### src/rtl/core/rfd_pkg.sv
// Shared types, constants and the CRC-16 byte update for the response frame deframer.
package rfd_pkg;

    localparam logic [15:0] CRC_SEED       = 16'hFFFF;
    localparam logic [15:0] CRC_POLY       = 16'hA001;
    localparam logic [7:0]  TYPE_ACK       = 8'h01;
    localparam logic [7:0]  TYPE_NACK      = 8'h00;
    localparam logic [8:0]  ACK_LEN        = 9'd5;
    localparam logic [8:0]  NACK_LEN       = 9'd6;
    localparam logic [8:0]  FRAME_OVERHEAD = 9'd5;
    localparam logic [8:0]  MAX_LEN        = 9'd260;
    localparam logic [7:0]  MIN_READ_LEN   = 8'd4;
    localparam logic [7:0]  PREAMBLE_RESET = 8'hAA;
    localparam logic [7:0]  READ_CMD_RESET = 8'h09;

    // Byte positions inside a frame that carry captured payload.
    localparam logic [8:0]  POS_TYPE       = 9'd1;
    localparam logic [8:0]  POS_THIRD      = 9'd2;
    localparam logic [8:0]  POS_ERROR      = 9'd3;
    localparam logic [8:0]  POS_VALUE_LO   = 9'd5;
    localparam logic [8:0]  POS_VALUE_HI   = 9'd6;

    typedef enum logic [1:0] {
        PH_HUNT,
        PH_HEADER,
        PH_BODY
    } t_phase;

    typedef enum logic [2:0] {
        ST_READ_OK,
        ST_ACK,
        ST_NACK,
        ST_OTHER,
        ST_CRC_BAD,
        ST_SHORT_READ
    } t_status;

    typedef enum logic {
        CFG_PREAMBLE,
        CFG_READ_CMD
    } t_cfg_index;

    typedef struct packed {
        t_status     frame_status;
        logic [7:0]  frame_type;
        logic [7:0]  third_field;
        logic [15:0] register_value;
        logic [7:0]  nack_error;
        logic [8:0]  frame_length;
    } t_result;

    // Reflected CRC-16 update over one byte, eight shift steps.
    function automatic logic [15:0] crc_add(input logic [15:0] crc, input logic [7:0] b);
        logic [15:0] c;
        c = crc ^ {8'h00, b};
        for (int k = 0; k < 8; k++) begin
            if (c[0]) begin
                c = (c >> 1) ^ CRC_POLY;
            end else begin
                c = c >> 1;
            end
        end
        return c;
    endfunction

endpackage

### src/rtl/core/rfd_byte_if.sv
// Handshake channel that carries one received byte per word.
interface rfd_byte_if;
    logic       valid;
    logic       ready;
    logic [7:0] rx_byte;

    modport source (output valid, output rx_byte, input ready);
    modport sink   (input valid, input rx_byte, output ready);
endinterface

### src/rtl/core/rfd_result_if.sv
// Handshake channel that carries one decoded frame result per word.
interface rfd_result_if import rfd_pkg::*; ();
    logic    valid;
    logic    ready;
    t_result data;

    modport source (output valid, output data, input ready);
    modport sink   (input valid, input data, output ready);
endinterface

### src/rtl/core/rfd_cfg_if.sv
// Configuration write channel: register index and write data per word.
interface rfd_cfg_if import rfd_pkg::*; ();
    logic       valid;
    logic       ready;
    t_cfg_index index;
    logic [7:0] data;

    modport source (output valid, output index, output data, input ready);
    modport sink   (input valid, input index, input data, output ready);
endinterface

### src/rtl/core/response_frame_deframer.sv
// Response frame deframer: preamble hunt, length decode, CRC-16 check and result report.
// The last byte word of a frame waits in the input register; its result is loaded into the
// output register when that byte is consumed, and leaves it once o_res.ready is high.
// Throughput: one byte word per cycle, set by the single registered pass through the CRC
// update; a waiting result stalls input only when the next byte also ends a frame.
// Reset (synchronous, active low): registers empty, hunting, preamble 0xAA, read code 0x09.
module response_frame_deframer import rfd_pkg::*; (
    input  logic      i_clk,
    input  logic      i_rst_n,
    rfd_byte_if.sink  i_rx,
    rfd_cfg_if.sink   i_cfg,
    rfd_result_if.source o_res
);

    // Configuration registers.
    logic [7:0]  r_preamble;
    logic [7:0]  r_read_cmd;

    // Input register.
    logic        r_in_valid;
    logic [7:0]  r_in_byte;

    // Frame state.
    t_phase      r_phase,     n_phase;
    logic [8:0]  r_pos,       n_pos;
    logic [7:0]  r_type,      n_type;
    logic [7:0]  r_third,     n_third;
    logic [15:0] r_crc,       n_crc;
    logic [15:0] r_value,     n_value;
    logic [7:0]  r_error,     n_error;
    logic [7:0]  r_crc_low,   n_crc_low;

    // Output register.
    logic        r_out_valid;
    t_result     r_out,       n_out;
    logic        n_out_load;

    logic        w_advance;
    logic [8:0]  w_len;
    logic [9:0]  w_pos_p2;
    logic [15:0] w_expected;

    // The byte in the input register is consumed whenever it does not end a frame, or
    // the output register is free or is being emptied in this cycle, so a waiting result
    // never blocks the stream until a second result would need the same slot.
    assign w_advance  = r_in_valid && (!n_out_load || !r_out_valid || o_res.ready);
    assign i_rx.ready = !r_in_valid || w_advance;
    assign i_cfg.ready = 1'b1;

    assign o_res.valid = r_out_valid;
    assign o_res.data  = r_out;

    // Configuration is to be written only while the block is idle; the block does not enforce it.
    always_ff @(posedge i_clk) begin
        if (!i_rst_n) begin
            r_preamble <= PREAMBLE_RESET;
            r_read_cmd <= READ_CMD_RESET;
        end else if (i_cfg.valid) begin
            case (i_cfg.index)
                CFG_PREAMBLE: r_preamble <= i_cfg.data;
                CFG_READ_CMD: r_read_cmd <= i_cfg.data;
                default:      r_preamble <= r_preamble;
            endcase
        end
    end

    always_ff @(posedge i_clk) begin
        if (!i_rst_n) begin
            r_in_valid <= 1'b0;
        end else if (i_rx.ready) begin
            r_in_valid <= i_rx.valid;
        end
    end

    always_ff @(posedge i_clk) begin
        if (i_rx.ready && i_rx.valid) begin
            r_in_byte <= i_rx.rx_byte;
        end
    end

    // Frame length follows from the type byte; ACK and NACK frames have fixed sizes
    // and ignore the length byte.
    always_comb begin
        if (r_type == TYPE_ACK) begin
            w_len = ACK_LEN;
        end else if (r_type == TYPE_NACK) begin
            w_len = NACK_LEN;
        end else begin
            w_len = FRAME_OVERHEAD + {1'b0, r_third};
        end
    end

    assign w_pos_p2   = {1'b0, r_pos} + 10'd2;
    assign w_expected = {r_in_byte, r_crc_low};

    always_comb begin
        n_phase    = r_phase;
        n_pos      = r_pos;
        n_type     = r_type;
        n_third    = r_third;
        n_crc      = r_crc;
        n_value    = r_value;
        n_error    = r_error;
        n_crc_low  = r_crc_low;
        n_out_load = 1'b0;

        n_out.frame_status   = ST_OTHER;
        n_out.frame_type     = r_type;
        n_out.third_field    = r_third;
        n_out.register_value = 16'h0000;
        n_out.nack_error     = 8'h00;
        n_out.frame_length   = w_len;

        case (r_phase)
            PH_HEADER: begin
                n_crc = crc_add(r_crc, r_in_byte);
                if (r_pos == POS_TYPE) begin
                    n_type = r_in_byte;
                    n_pos  = POS_THIRD;
                end else begin
                    n_third = r_in_byte;
                    n_pos   = POS_ERROR;
                    n_phase = PH_BODY;
                end
            end
            PH_BODY: begin
                if (w_pos_p2 < {1'b0, w_len}) begin
                    // Payload byte: covered by the CRC, some positions are captured.
                    n_crc = crc_add(r_crc, r_in_byte);
                    if (r_pos == POS_ERROR) begin
                        n_error = r_in_byte;
                    end
                    if (r_pos == POS_VALUE_LO) begin
                        n_value = {r_value[15:8], r_in_byte};
                    end else if (r_pos == POS_VALUE_HI) begin
                        n_value = {r_in_byte, r_value[7:0]};
                    end
                    n_pos = r_pos + 9'd1;
                end else if (w_pos_p2 == {1'b0, w_len}) begin
                    // Low byte of the transmitted CRC.
                    n_crc_low = r_in_byte;
                    n_pos     = r_pos + 9'd1;
                end else begin
                    // Last byte: check the CRC and report the frame.
                    n_out_load = 1'b1;
                    if (w_expected != r_crc) begin
                        n_out.frame_status = ST_CRC_BAD;
                    end else if (r_type == TYPE_ACK) begin
                        n_out.frame_status = ST_ACK;
                    end else if (r_type == TYPE_NACK) begin
                        n_out.frame_status = ST_NACK;
                        n_out.nack_error   = r_error;
                    end else if (r_type == r_read_cmd) begin
                        if (r_third < MIN_READ_LEN) begin
                            n_out.frame_status = ST_SHORT_READ;
                        end else begin
                            n_out.frame_status   = ST_READ_OK;
                            n_out.register_value = r_value;
                        end
                    end else begin
                        n_out.frame_status = ST_OTHER;
                    end
                    n_phase = PH_HUNT;
                    n_pos   = 9'd0;
                    n_crc   = CRC_SEED;
                end
            end
            default: begin
                // Hunting, and the unused phase code behaves the same way.
                if (r_in_byte == r_preamble) begin
                    n_crc     = crc_add(CRC_SEED, r_in_byte);
                    n_pos     = POS_TYPE;
                    n_type    = 8'h00;
                    n_third   = 8'h00;
                    n_value   = 16'h0000;
                    n_error   = 8'h00;
                    n_crc_low = 8'h00;
                    n_phase   = PH_HEADER;
                end
            end
        endcase
    end

    always_ff @(posedge i_clk) begin
        if (!i_rst_n) begin
            r_phase   <= PH_HUNT;
            r_pos     <= 9'd0;
            r_type    <= 8'h00;
            r_third   <= 8'h00;
            r_crc     <= CRC_SEED;
            r_value   <= 16'h0000;
            r_error   <= 8'h00;
            r_crc_low <= 8'h00;
        end else if (w_advance) begin
            r_phase   <= n_phase;
            r_pos     <= n_pos;
            r_type    <= n_type;
            r_third   <= n_third;
            r_crc     <= n_crc;
            r_value   <= n_value;
            r_error   <= n_error;
            r_crc_low <= n_crc_low;
        end
    end

    always_ff @(posedge i_clk) begin
        if (!i_rst_n) begin
            r_out_valid <= 1'b0;
        end else if (w_advance && n_out_load) begin
            r_out_valid <= 1'b1;
        end else if (o_res.ready) begin
            r_out_valid <= 1'b0;
        end
    end

    always_ff @(posedge i_clk) begin
        if (w_advance && n_out_load) begin
            r_out <= n_out;
        end
    end

    // A reported frame always sends the deframer back to hunting.
    a_hunt_after_result: assert property (@(posedge i_clk) disable iff (!i_rst_n)
        (w_advance && n_out_load) |=> (r_phase == PH_HUNT && r_pos == 9'd0))
        else $error("deframer did not return to hunting after a frame");

    // Header decoding only ever sits at the type or the length byte.
    a_header_pos: assert property (@(posedge i_clk) disable iff (!i_rst_n)
        (r_phase == PH_HEADER) |-> (r_pos == POS_TYPE || r_pos == POS_THIRD))
        else $error("header phase at an unexpected byte position");

    // Register data is only reported with a good read response.
    a_value_only_on_read: assert property (@(posedge i_clk) disable iff (!i_rst_n)
        (r_out_valid && r_out.frame_status != ST_READ_OK)
            |-> (r_out.register_value == 16'h0000))
        else $error("register value reported outside a good read response");

    // Reported length stays within the frame format.
    a_length_range: assert property (@(posedge i_clk) disable iff (!i_rst_n)
        r_out_valid |-> (r_out.frame_length >= ACK_LEN && r_out.frame_length <= MAX_LEN))
        else $error("reported frame length out of range");

endmodule
### src/flat_wrapper.sv
// flat-port wrapper written by rule: the top's interface ports become plain ports
module response_frame_deframer_flat import rfd_pkg::*;
  (i_clk, i_rst_n, i_rx_valid, i_rx_rx_byte, i_rx_ready, i_cfg_valid, i_cfg_index, i_cfg_data, i_cfg_ready, o_res_valid, o_res_data, o_res_ready);
  rfd_byte_if i_rx_i ();
  rfd_cfg_if i_cfg_i ();
  rfd_result_if o_res_i ();
  input  logic i_clk;
  input  logic i_rst_n;
  input wire logic [$bits(i_rx_i.valid)-1:0] i_rx_valid;
  input wire logic [$bits(i_rx_i.rx_byte)-1:0] i_rx_rx_byte;
  output wire logic [$bits(i_rx_i.ready)-1:0] i_rx_ready;
  input wire logic [$bits(i_cfg_i.valid)-1:0] i_cfg_valid;
  input wire logic [$bits(i_cfg_i.index)-1:0] i_cfg_index;
  input wire logic [$bits(i_cfg_i.data)-1:0] i_cfg_data;
  output wire logic [$bits(i_cfg_i.ready)-1:0] i_cfg_ready;
  output wire logic [$bits(o_res_i.valid)-1:0] o_res_valid;
  output wire logic [$bits(o_res_i.data)-1:0] o_res_data;
  input wire logic [$bits(o_res_i.ready)-1:0] o_res_ready;
  assign i_rx_i.valid = i_rx_valid;
  assign i_rx_i.rx_byte = i_rx_rx_byte;
  assign i_rx_ready = i_rx_i.ready;
  assign i_cfg_i.valid = i_cfg_valid;
  assign i_cfg_i.index = i_cfg_index;
  assign i_cfg_i.data = i_cfg_data;
  assign i_cfg_ready = i_cfg_i.ready;
  assign o_res_valid = o_res_i.valid;
  assign o_res_data = o_res_i.data;
  assign o_res_i.ready = o_res_ready;
  response_frame_deframer u_core (.i_clk(i_clk), .i_rst_n(i_rst_n), .i_rx(i_rx_i), .i_cfg(i_cfg_i), .o_res(o_res_i));
endmodule
### config.mk
export PLATFORM = sky130hd
export DESIGN_NAME = response_frame_deframer_flat
export DESIGN_NICKNAME = d
export VERILOG_FILES = /design/src/rtl/core/rfd_pkg.sv /design/src/rtl/core/rfd_byte_if.sv /design/src/rtl/core/rfd_result_if.sv /design/src/rtl/core/rfd_cfg_if.sv /design/src/rtl/core/response_frame_deframer.sv /design/src/flat_wrapper.sv
export SDC_FILE = /design/constraint.sdc
export NUM_CORES = 1
export LEC_CHECK = 0
export ABC_AREA = 1
export BUFFER_PORTS_ARGS = -buffer_cell sky130_fd_sc_hd__buf_2
export CAP_MARGIN = 25
export CELL_PAD_IN_SITES_DETAIL_PLACEMENT = 0
export CELL_PAD_IN_SITES_GLOBAL_PLACEMENT = 2
export CORE_UTILIZATION = 38
export CTS_CLUSTER_DIAMETER = 200
export DETAILED_ROUTE_END_ITERATION = 8
export HOLD_SLACK_MARGIN = 0.02
export PLACE_DENSITY = 0.95
export SYNTH_ARGS = -nofsm -noshare
export SYNTH_HDL_FRONTEND = slang
export SYNTH_SLANG_ARGS = --single-unit
### constraint.sdc
create_clock -name i_clk -period 10.5 [get_ports i_clk]
set_clock_uncertainty 0.15 [all_clocks]
set_input_delay 0.525 -clock i_clk [delete_from_list [all_inputs] [get_ports i_clk]]
set_output_delay 0.525 -clock i_clk [all_outputs]
set_load 0.02 [all_outputs]
[Yosys cells after proc, flatten, opt, wreduce, memory -nomap -nowiden]
Index checks and enable logic that the tools add are counted.
Storage, ports and cells
  flip-flop bits (word level): 153
  output and inout port bits: 55
Cells by class
  $lt $le $gt $ge: 2
  bitwise operators: 30
  reduce and logical (&&, ||, !) cells: 29
  muxes and demuxes: 100
  equality and inequality tests: 22
  $add $sub $neg: 3
Operator list (number)
  $mux W16: 65
  $not A2 Y3: 23
  $pmux W16 S2: 2
  $pmux W8 S2: 4
  $mux W8: 7
  $mux W9: 5
  $reduce_and A5 Y1: 4
  $eq A9 B3 Y1 const B: 2
  $pmux W9 S2: 1
  $eq A8 B8 Y1: 2
  $ne A16 B16 Y1: 1
  $not A8 Y16: 1
  $xor A16 B8 Y16: 1
  $mux W3: 5
  $ne A2 B1 Y1 const B: 6
  $add A9 B2 Y10 const B: 1
  $eq A10 B9 Y1: 1
  $lt A10 B9 Y1: 1
  $add A3 B8 Y9 const A: 1
  $add A9 B1 Y9 const B: 1
  $eq A9 B1 Y1 const B: 1
  $eq A9 B2 Y1 const B: 1
  $eq A8 B1 Y1 const B: 1
  $logic_not A8 Y1: 1
  other kinds (22): 48

[Longest topological paths before layout]
Gate-level depths: netlist of the first run.
  depth in word-level cells: 34
  mapped depth: 23

[Worst setup path after synthesis of the first run]
Ideal clock, no wire load.
  path type: register to register
  from: reg u_core.r_type[2]
  to: reg u_core.r_out (netlist bit u_core.o_res.data[0]), enable pin
  slack: 6.349 ns
  stages on the path, launching flop included: 20
  required time: 9.943 ns
  clock period less this slack: 4.151 ns
  data arrival time: 3.594 ns
  cells stage by stage: dfxtp_1 > nor2_1 > inv_1 > nor4_1 > inv_1 > nand2_1 > inv_1 > nand2_1 > inv_1 > ha_1 > nand2_1 > nor3_2 > nand2_1 > nor2_2 > nor2_2 > nand3_4 > nand2_8 > inv_4 > nand2_1 > inv_1
RTL lines
  start: declaration: line response_frame_deframer.sv:26  | logic [7:0] r_type, n_type;
  start signal: assignment: line response_frame_deframer.sv:197  | r_type <= n_type;
  end signal: assignment: line response_frame_deframer.sv:218  | r_out <= n_out;
  end: declaration: line response_frame_deframer.sv:35  | t_result r_out, n_out;

==> results of run 1 <==
critical path, delay by kind of cell (launching register included):
family	cells	cell delay [ns]
flops	1	0.34
fa+ha+maj	1	0.26
simple gates	11	2.14
buf+inv	6	0.65
area by class of cell:
cell class	count	area (um2)
Clock buffer	17	425
Clock inverter	15	203
Fill cell	2085	11200
Inverter	137	522
Multi-Input combinational cell	699	3540
Sequential cell	153	3660
Tap cell	270	338
Timing Repair Buffer	78	418
state kept, by name (all words and copies together) (netlist names), 2 cells and up:
signal and count:
u_core.r_preamble 8, u_core.r_in_byte 8, u_core.r_pos 9, u_core.r_read_cmd 8, u_core.o_res.data 52, u_core.r_error 8, u_core.r_crc_low 8, u_core.r_third 8
u_core.r_crc 16, u_core.r_type 8, u_core.r_phase 2, u_core.r_value 16
how the worst max path moves through the flow:
stage	from	endpoint	slack [ns]	cells after the start
after floorplan	u_core.r_type[2]$_SDFFE_PN0P_	u_core.o_res.data[0]$_DFFE_PP_	6.35	19
after global placement	u_core.r_type[2]$_SDFFE_PN0P_	u_core.o_res.data[15]$_SDFFCE_PP0P_	5.94	19
after detailed placement	u_core.r_type[2]$_SDFFE_PN0P_	u_core.o_res.data[9]$_SDFFCE_PP0P_	5.80	19
after CTS	u_core.r_type[2]$_SDFFE_PN0P_	u_core.o_res.data[0]$_DFFE_PP_	5.79	19
after global routing	u_core.r_type[2]$_SDFFE_PN0P_	i_rx_ready	5.64	18
final	u_core.r_type[2]$_SDFFE_PN0P_	i_rx_ready	6.00	18
metal layers:
metal,vias up,routed length [um],GRT usage (%)
met5,-,0,0
met2,150,8890,30.2
met1,2917,9790,26.1
met4,0,331,6.72
li1,3410,-,-
met3,21,817,3.31
Yosys cell counts, types with 2 or more instances:
master and n:
nor2_2 9, buf_1 4, dfxtp_1 93, nor4_1 5, buf_2 10, clkbuf_1 12
edfxtp_1 60, nand2_4 2, inv_2 3, ha_1 16, xnor2_1 20, o211ai_1 14
xor2_1 21, clkinv_1 2, inv_1 129, nor2_1 158, inv_4 3, nand3_1 46
o21ai_0 56, buf_4 5, nand2_2 2, nand3_4 3, nand4_1 22, nand2_1 241
nor2_4 3, a21oi_1 50, or2_2 3, nor3_1 10, nor2_8 2
report_power, final:
part,internal (mW),leakage [nW],switching [mW]
combinational,0.0295,2.31,0.0541
sequential,0.622,1.27,0.0156
clock,0.384,0.308,0.267
total,1.04,3.89,0.337
per-stage QoR:
| stage | setup WS (ns) | cells | instance area (um2) |
|---|---|---|---|
| floorplan | 6.35 | 1023 | 7910 |
| CTS | 5.79 | 1368 | 9090 |
| global route | 5.64 | 1369 | 9110 |
| global placement | 5.94 | 1335 | 8450 |
| detailed placement | 5.80 | 1336 | 8460 |
| finish | 6.00 | 1369 | 9110 |
kinds of logic after synthesis:
group	count (synthesis)
and+or+nand+nor	514
buffers and inverters	171
DFF	153
AOI/OAI and AO/OA	127
xor gates and xnor gates	41
adders and majority gates	16
other	1
placed cells by master (no fill, tap or decap), types with 2 or more instances in the layout:
master / instances
xor2_1: 21
nor2_1: 158
inv_4: 3
nor2_2: 9
nand4_1: 22
nand2_1: 241
inv_6: 3
clkinv_1: 2
bufinv_16: 3
nand2_4: 2
clkinv_4: 2
ha_1: 16
nand3_1: 46
o211ai_1: 14
inv_1: 128
edfxtp_1: 60
nor4_1: 5
inv_8: 5
nor3_1: 10
nor2_4: 3
xnor2_1: 20
inv_2: 4
or2_2: 3
nand3_4: 3
o21ai_0: 56
a21oi_1: 50
nor2_8: 2
nand2_2: 2
clkbuf_16: 17
dfxtp_1: 93
buf_2: 75
==> summary.md, run 1 <==
| Metric | Value |
|---|---|
| Worst reg-to-reg setup slack | 6.15 ns |
| F_max | 0.222 GHz |
| Slowest-stage cell, CP | nor4_1 |
| GR Overflow Total | 0 |
| Worst hold path depth | 1 |
| Core area | 20300 um2 |
| WP data arrival | 3.83 ns |
| IO Port Bufs | 75 |
| Min-delay src | i_rx_rx_byte[2] |
| Post-DP HPWL | 14.5 mm |
| Startpoint Class | register |
| DRT Pass-1 Iters | 5 |
| LEAKAGE | 3.89 nW |
| Worst path required time | 9.83 ns |
| Initial core utilization | 38.9% |
| CTS Buf Count | 17 |
| 1st-iter DRT viols | 372 |
| Top FF cell, synth | dfxtp_1 |
| Gp weighted congestion | 0.841 |
| Ports | 77 |
| R2R depth | 20 |
| Initial antenna violation count | 0 |
| Clock sink total | 153 |
| Total track usage | 19.1% |
| PwrDens | 151 nW/um2 |
| Die Height | 146 um |
| Count of final setup violators | 0 |
| Clock Path Buffers | 2 |
| Die Wd | 146 um |
| Critical-path maximum fanout | 7 |
| Post-CTS resize count | 0 |
| Fin crit share | 42.9% |
| Post-synthesis compound-gate area fraction | 8.85% |
| Mux contribution to synthesized area | 0% |
| Syn Std Cell Area | 7910 um2 |
| Final TNS setup | 0 ns |
| First-pass GRT wire length | 31.7 mm |
| HP Class | input pin to register |
| Final core utilization | 44.9% |
| CTS tree | done |
| Routed WL | 19.8 mm |
| Hold Vio Cnt, Final | 0 |
| RSZ-0062 raised after global routing | no |
| Max-slew headroom | 36.8% |
| Pwr Total | 1.37 mW |
| Worst VDD drop | 111 uV |
| Post-synth ARST share | 0% |
| Vias per inst | 4.75 |
| Largest family of logic cells by synthesized area | simple AND/OR/NAND/NOR gates |
| Worst r2r dst | u_core.o_res.data[9]$_SDFFCE_PP0P_ |
| Worst Setup End Kind | output pin |
| Die Area | 21400 um2 |
| Nets | 1124 |
| Run status | complete, no violations |
| Max-Cap Viols | 0 |
| Largest area contributor in the netlist | dfxtp_1 |
| Post-Synth XOR/XNOR Area | 4.54% |
| Layout cell share with drive strength beyond 1 | 13.5% |
| Cell count after synthesis | 1023 |
| Worst-case hold path end point | u_core.r_in_byte[2]$_DFFE_PP_ |
| Final Slew Violations | 0 |
| Post-synthesis register bit count | 153 |
| Seq/Total Area, Yosys | 46.3% |
| Hold buffers post-CTS | 0 |
| Vias post-DR | 6498 |
| Post-synth EDFFs | 60 |
| Largest net degree at the start of global routing | 69 |
| Root Driver | clkbuf_16 |
| Number of diodes | 0 |
| Mapped Avg Cell Area | 7.73 um2 |
| Yosys warning count | 0 |
| Area share of the largest cell type after synthesis | 23.5% |
| CP cell instances | nor2_1, inv_1, nor4_1, inv_1, nand2_1, inv_1, nand2_1, inv_1, ha_1, nand2_1, nor3_2, nand2_1, nor2_2, nor2_2, nand2_1, inv_1, nand3_1, buf_2 |
| Unique masters post-synth | 48 |
| Post-CTS Setup Bufs | 0 |
| Remaining antenna violation count after routing | 0 |
| CP Class | register to output pin |
| # rows | 52 |
| H-tree depth | 4 |
| Vias in the first global route | 6057 |
| Main area contributors after synthesis | dfxtp_1 24%, edfxtp_1 23%, nand2_1 11%, nor2_1 7.5%, inv_1 6.1% |
| Final min period | 4.50 ns |
| Per-cell routed wire length | 14.5 um |
| Area Overhead vs Synth | 15.2% |
| Actual slew at the worst max-slew pin | 0.939 ns |
| Worst-Skew Late Latency | 0.43 ns |
| Worst hold margin | 0.114 ns |
| Syn nets | 1061 |
| Reg-to-Reg Start | u_core.r_type[2]$_SDFFE_PN0P_ |
| DR DRC count | 0 |
| Maximum single-stage delay on the critical path | 0.77 ns |
| Adder-Cell Fraction of Synth Area | 2.53% |
| Clock transition at the registers of the reported paths | 0.07 ns |
| Area share of and/or/nand/nor cells after synthesis | 28.8% |
No activity file was read; power rests on OpenSTA's default activity.
==> inputs of run 2 (changes only) <==
CORE_UTILIZATION = 32   (was 38)
PLACE_DENSITY = 0.88   (was 0.95)
clock period = 3.7 ns   (was 10.5 ns; I/O delays follow)
==> run 2 against run 1 <==
The run now ends with DRC left. Setup slack lost 5.7 ns. Non-clock buffer count increased by 40. Sequential share of layout area is 2.0 points lower. Via count rose by 3.2%. Core utilization is 5.2 points lower. Final cell count is 6.9% higher. Combinational power rose to 3.3 times the previous value. Largest power group is now registers.
==> summary.md, run 2 (synthesized netlist as in run 1, its figures left out) <==
| Metric | Value |
|---|---|
| WP data arrival | 3.11 ns (-0.72 ns) |
| Final min period | 3.45 ns |
| GR Overflow Total | 0 (unchanged) |
| Commonest non-fill, non-tap cell in the layout | nand2_1 |
| Dpl cells | 1409 (+5.5%) |
| Routed WL | 21.1 mm (+6.3%) |
| Layout cell share with drive strength beyond 1 | 17.0% (+3.6 points) |
| # rows | 57 (+9.6%) |
| Worst r2r dst | u_core.o_res.data[14]$_SDFFCE_PP0P_ |
| PnR worst setup slack | 0.251 ns (-5.75 ns) |
| 1st-iter DRT viols | 389 (+4.6%) |
| CP cell instances | ha_2, nor2_1, nor2_1, inv_1, nor2_2, nand3_2, nor3_4, inv_2, ha_4, nand3_2, nor3_4, nand3_4, nand3_4, nand2_2, inv_2, nand3_2, buf_4, buf_4 |
| Die Wd | 159 um (+8.8%) |
| Worst hold path depth | 4 (+3) |
| Multi-input gate area | 3630 um2 (+2.6%) |
| Worst hold margin | 0.0548 ns (-0.0591 ns) |
| Maximum single-stage delay on the critical path | 0.38 ns (-0.39 ns) |
| Die Area | 25300 um2 (+18%) |
| LEAKAGE | 4.08 nW (+4.7%) |
| Pwr Total | 3.84 mW (+180%) |
| IO Port Bufs | 75 (unchanged) |
| PwrDens | 399 nW/um2 (+160%) |
| Final Slew Violations | 0 (unchanged) |
| Root Driver | clkbuf_16 |
| Clock sink total | 153 (unchanged) |
| HP Class | input pin to register |
| DR DRC count | 2 (+2) |
| Cell repeated most along the worst path | nand3_2 |
| Slowest-stage cell, CP | dfxtp_4 |
| Clock transition at the registers of the reported paths | 0.07 ns (about the same) |
| Gp weighted congestion | 0.839 (-0.27%) |
| Initial core utilization | 32.6% (-6.3 points) |
| Core area | 24200 um2 (+19%) |
| Hold Vio Cnt, Final | 0 (unchanged) |
| DRT Pass-1 Iters | 7 (+2) |
| Max-Cap Viols | 0 (unchanged) |
| CTS Buf Count | 17 (unchanged) |
| Remaining antenna violation count after routing | 0 (unchanged) |
| Fin area | 9620 um2 (+5.5%) |
| Vias per inst | 4.58 (-3.4%) |
| Max-slew headroom | 37.0% (+0.17 points) |
| R2R depth | 20 (unchanged) |
| CP Class | register to output pin |
| Cell Count, Final, Fillers Out | 1463 (+6.9%) |
| H-tree depth | 4 (unchanged) |
| Clock Path Buffers | 2 (unchanged) |
| Final TNS setup | 0 ns (unchanged) |
| Post-DP HPWL | 15.4 mm (+6.0%) |
| Final core utilization | 39.7% (-5.2 points) |
| RSZ-0062 raised after global routing | no |
| Startpoint Class | register |
| Ports | 77 (unchanged) |
| Reg-to-Reg Start | u_core.r_third[0]$_SDFFE_PN0P_ |
| Dpl ws | -0.0291 ns (-5.83 ns) |
| Placed cell area | 8700 um2 (+2.8%) |
| Fin crit share | 93.2% |
| First-pass GRT wire length | 34.3 mm (+8.2%) |
| Actual slew at the worst max-slew pin | 0.939 ns (+0.000313 ns) |
| Nets | 1164 (+3.6%) |
| Worst-Skew Late Latency | 0.43 ns (about the same) |
| Fill cell count | 2519 (+21%) |
| Initial antenna violation count | 0 (unchanged) |
| Min-delay src | i_cfg_index |
| Number of diodes | 0 (unchanged) |
| F_max | 0.290 GHz |
| Vias in the first global route | 6342 (+4.7%) |
| Total track usage | 17.2% (-1.9 points) |
| Worst path required time | 3.37 ns (-6.46 ns) |
| Per-cell routed wire length | 14.4 um (-0.50%) |
| Commonest cells after routing, fill and taps aside | 237 x nand2_1, 156 x nor2_1, 123 x inv_1 |
| Largest net degree at the start of global routing | 68 (-1.4%) |
| Area Overhead vs Synth | 21.6% |
| Worst-case hold path end point | u_core.r_preamble[5]$_SDFFE_PN1P_ |
| Die Height | 159 um (+8.8%) |
| Vias post-DR | 6707 (+3.2%) |
| Worst Setup End Kind | output pin |
| Worst VDD drop | 256 uV (+130%) |
| Count of final setup violators | 0 (unchanged) |
| Critical-path maximum fanout | 5 (-2) |
| Max reg flops | 52 (unchanged) |
| Worst reg-to-reg setup slack | 0.31 ns (-5.84 ns) |
| Reg area | 3670 um2 (+0.24%) |
| Failing checks | DRC |
| Run status | finished, violations left |
| CTS tree | done |
-- run 2: how the worst max path moves through the flow --
stage	depth (start not counted)	endpoint	startpoint
6_report	18	i_rx_ready	u_core.r_third[0]$_SDFFE_PN0P_
3_3_place_gp	19	u_core.r_in_byte[2]$_DFFE_PP_	u_core.r_third[0]$_SDFFE_PN0P_
2_1_floorplan	18	u_core.o_res.data[0]$_DFFE_PP_	u_core.r_third[0]$_SDFFE_PN0P_
3_5_place_dp	19	u_core.r_in_byte[6]$_DFFE_PP_	u_core.r_third[0]$_SDFFE_PN0P_
4_1_cts	18	i_rx_ready	u_core.r_third[0]$_SDFFE_PN0P_
5_1_grt	19	i_rx_ready	u_core.r_third[0]$_SDFFE_PN0P_
-- run 2: power breakdown --
group | total [mW] | switching, mW | internal (mW)
registers | 1.79 | 0.0332 | 1.76
logic | 0.275 | 0.172 | 0.103
clock network | 1.77 | 0.852 | 0.914
total | 3.84 | 1.06 | 2.78
-- run 2: repair_timing --
item / CTS / global route
buffers inserted: 2 / 2
pin swaps: 2 / 7
setup endpoints to repair: 36 / 126
resized for setup: 7 / 25
hold buffers: 18 / 0
endpoints found under the hold margin: 26 / 0
-- run 2: final cells by class --
type                            instances  area share [%]
Clock inverter                         15            1.85
Multi-Input combinational cell        699            37.8
Timing Repair Buffer                  118            8.05
Sequential cell                       153            38.2
Inverter                              137            5.47
Tap cell                              324            4.22
Clock buffer                           17            4.42
-- run 2: layer usage --
layer	global-route usage, %	routed length [um]
met1	23.8	10600
met4	6.16	335
met3	2.76	627
met2	27.1	9530
met5	0	0
-- run 2: worst max-delay path: cells and delay by family (launching register included) --
family | cells | cell delay (ns)
adder cells (fa/ha/maj) | 2 | 0.46
buffers and inverters | 5 | 0.56
AND/OR/NAND/NOR | 11 | 1.28
flip-flops | 1 | 0.38
==> inputs of run 3 (changes only) <==
==> constraint.sdc (replaced) <==
create_clock -name i_clk -period 3.7 [get_ports i_clk]
set_clock_uncertainty 0.15 [all_clocks]
set_input_delay 1.11 -clock i_clk [delete_from_list [all_inputs] [get_ports i_clk]]
set_output_delay 1.11 -clock i_clk [all_outputs]
set_load 0.02 [all_outputs]
==> run 3 against run 2 <==
The flow finishes with violations (setup timing). Non-clock buffer count is 42 higher. Critical endpoint unchanged. Routed wire length is 3.1% higher. Total power decreased by 0.46%.
==> summary.md, run 3 (synthesized netlist as in run 1, its figures left out) <==
| Metric | Value |
|---|---|
| 1st-iter DRT viols | 462 (+19%) |
| CTS tree | done |
| Largest net degree at the start of global routing | 44 (-35%) |
| First-pass GRT wire length | 34.4 mm (+0.18%) |
| Worst-Skew Late Latency | 0.43 ns (about the same) |
| WP data arrival | 2.81 ns (-0.30 ns) |
| PwrDens | 379 nW/um2 (-5.1%) |
| CP bufs+invs | 5 (unchanged) |
| Hold Vio Cnt, Final | 0 (unchanged) |
| H-tree depth | 4 (unchanged) |
| Worst Setup End Kind | output pin |
| Vias in the first global route | 6499 (+2.5%) |
| Commonest non-fill, non-tap cell in the layout | nand2_1 |
| Worst VDD drop | 242 uV (-5.3%) |
| Fin crit share | 110% (+17 points) |
| Final core utilization | 41.6% (+1.9 points) |
| Number of diodes | 0 (unchanged) |
| Routed WL | 21.7 mm (+3.1%) |
| Final Slew Violations | 0 (unchanged) |
| Total track usage | 17.4% (+0.20 points) |
| CP Class | register to output pin |
| Critical-path maximum fanout | 7 (+2) |
| Reg area | 3670 um2 (unchanged) |
| Die Area | 25300 um2 (unchanged) |
| Initial antenna violation count | 0 (unchanged) |
| Count of final setup violators | 1 (+1) |
| Clock transition at the registers of the reported paths | 0.07 ns (about the same) |
| Clock sink total | 153 (unchanged) |
| # rows | 57 (unchanged) |
| Die Wd | 159 um (unchanged) |
| LEAKAGE | 4.36 nW (+6.9%) |
| GR Overflow Total | 0 (unchanged) |
| Ports | 77 (unchanged) |
| Multi-input gate area | 3820 um2 (+5.1%) |
| F_max | 0.246 GHz (-15%) |
| CTS Buf Count | 17 (unchanged) |
| IO Port Bufs | 75 (unchanged) |
| Dpl ws | -0.157 ns (-0.127 ns) |
| Max-slew headroom | 33.9% (-3.1 points) |
| Hold buffers post-CTS | 0 (-18) |
| Actual slew at the worst max-slew pin | 0.983 ns (+0.0431 ns) |
| Maximum single-stage delay on the critical path | 0.33 ns (-0.05 ns) |
| RSZ-0062 raised after global routing | yes |
| Layout cell share with drive strength beyond 1 | 22.9% (+5.9 points) |
| Failing checks | setup timing |
| Fill cell count | 2506 (-0.52%) |
| Gp weighted congestion | 0.832 (-0.80%) |
| Per-cell routed wire length | 14.4 um (about the same) |
| Root Driver | clkbuf_16 |
| Remaining antenna violation count after routing | 0 (unchanged) |
| Family with the most delay on the worst path | simple AND/OR/NAND/NOR gates |
| Nets | 1208 (+3.8%) |
| Worst path required time | 2.44 ns (-0.93 ns) |
| Commonest cells after routing, fill and taps aside | 233 x nand2_1, 152 x nor2_1, 126 x inv_1 |
| Final min period | 4.07 ns (+0.621 ns) |
| Final TNS setup | -0.370 ns (-0.370 ns) |
| Core area | 24200 um2 (unchanged) |
| Area Overhead vs Synth | 27.5% |
| HP Class | register to register |
| Max-Cap Viols | 0 (unchanged) |
| Die Height | 159 um (unchanged) |
| Cell Count, Final, Fillers Out | 1507 (+3.0%) |
| Initial core utilization | 32.6% (unchanged) |
| DRT Pass-1 Iters | 5 (-2) |
| Slowest-stage cell, CP | dfxtp_2 |
| CP cell instances | nor2_4, nand2_4, nor4_4, inv_1, nand2_2, inv_4, nand2_2, inv_1, ha_1, nand2_2, nor3_4, nand2_1, nor2_2, nor2_2, nand2_4, inv_2, nand3_4, buf_6 |
| Vias post-DR | 6908 (+3.0%) |
| Vias per inst | 4.58 (about the same) |
| Cell repeated most along the worst path | nand2_2 |
| Post-DP HPWL | 15.8 mm (+2.4%) |
| PnR worst setup slack | -0.370 ns (-0.621 ns) |
| DR DRC count | 0 (-2) |
| Run status | finished, violations left |
| Clock Path Buffers | 2 (unchanged) |
| Max reg flops | 52 (unchanged) |
| Startpoint Class | register |
| Dpl cells | 1461 (+3.7%) |
## run 3: changes by cell type in the layout (fill, tap and decap cells not counted), moves of 3 or more
cell	delta
nand2_4	+6
nor2_1	-4
nor2_4	+5
a21oi_2	+3
buf_4	+58
nand3_4	+4
inv_1	+3
inv_2	-5
ha_4	+3
nand2_1	-4
a21oi_1	-3
dlygate4sd3_1	-18
## run 3: final cells by class
| cell class | count | area share (%) |
|---|---|---|
| Sequential cell | 153 | 36.4 |
| Tap cell | 324 | 4.02 |
| Clock buffer | 17 | 4.22 |
| Multi-Input combinational cell | 701 | 37.9 |
| Clock inverter | 15 | 1.75 |
| Inverter | 137 | 5.26 |
| Timing Repair Buffer | 160 | 10.4 |
## run 3: repair_timing
item	in CTS	in global routing
cloned	0	2
setup buffers	18	5
pin swaps	8	23
resized for setup	27	39
setup endpoints to repair	1	145
## run 3: worst register-to-register path, delay by kind of cell, from the launching register on
kind / cells / cell delay, ns
buffers and inverters: 8 / 0.84
adder cells (fa/ha/maj): 1 / 0.28
AND/OR/NAND/NOR: 13 / 1.79
flip-flops: 1 / 0.33
## run 3: layer usage
| layer | part of all wire [%] | vias up | global-route usage, % | wire, um |
|---|---|---|---|---|
| li1 | - | 3584 | - | - |
| met5 | 0 | - | 0 | 0 |
| met2 | 44 | 165 | 27.0 | 9670 |
| met1 | 48 | 3129 | 23.8 | 10500 |
| met3 | 4.5 | 30 | 3.36 | 985 |
| met4 | 2.6 | 0 | 6.95 | 556 |
## run 3: through the flow
step	total power, mW	hold WS [ns]	area [um2]
global route	3.96	0.309	10100
floorplan	2.01	0.258	7920
finish	3.82	0.288	10100
detailed placement	2.10	0.276	9100
CTS	3.85	0.294	9970
global placement	2.10	0.266	9100
## run 3: report_power, final
group	internal [mW]	total (mW)	switching (mW)	leakage (nW)
Sequential	1.76	1.79	0.0273	1.28
Combinational	0.101	0.281	0.180	2.79
Clock	0.911	1.75	0.838	0.286
## run 3: path summary, 6_finish.rpt
| kind | from | to | slack (ns) | cells after the start |
|---|---|---|---|---|
| min reg2reg | u_core.r_third[3]$_SDFFE_PN0P_ | u_core.o_res.data[36]$_DFFE_PP_ | 0.29 | 0 |
| max | u_core.r_type[5]$_SDFFE_PN0P_ | i_rx_ready | -0.37 | 18 |
| min | u_core.r_third[3]$_SDFFE_PN0P_ | u_core.o_res.data[36]$_DFFE_PP_ | 0.29 | 0 |
| max reg2reg | u_core.r_type[5]$_SDFFE_PN0P_ | u_core.o_res.data[19]$_SDFFCE_PP0P_ | 0.18 | 22 |
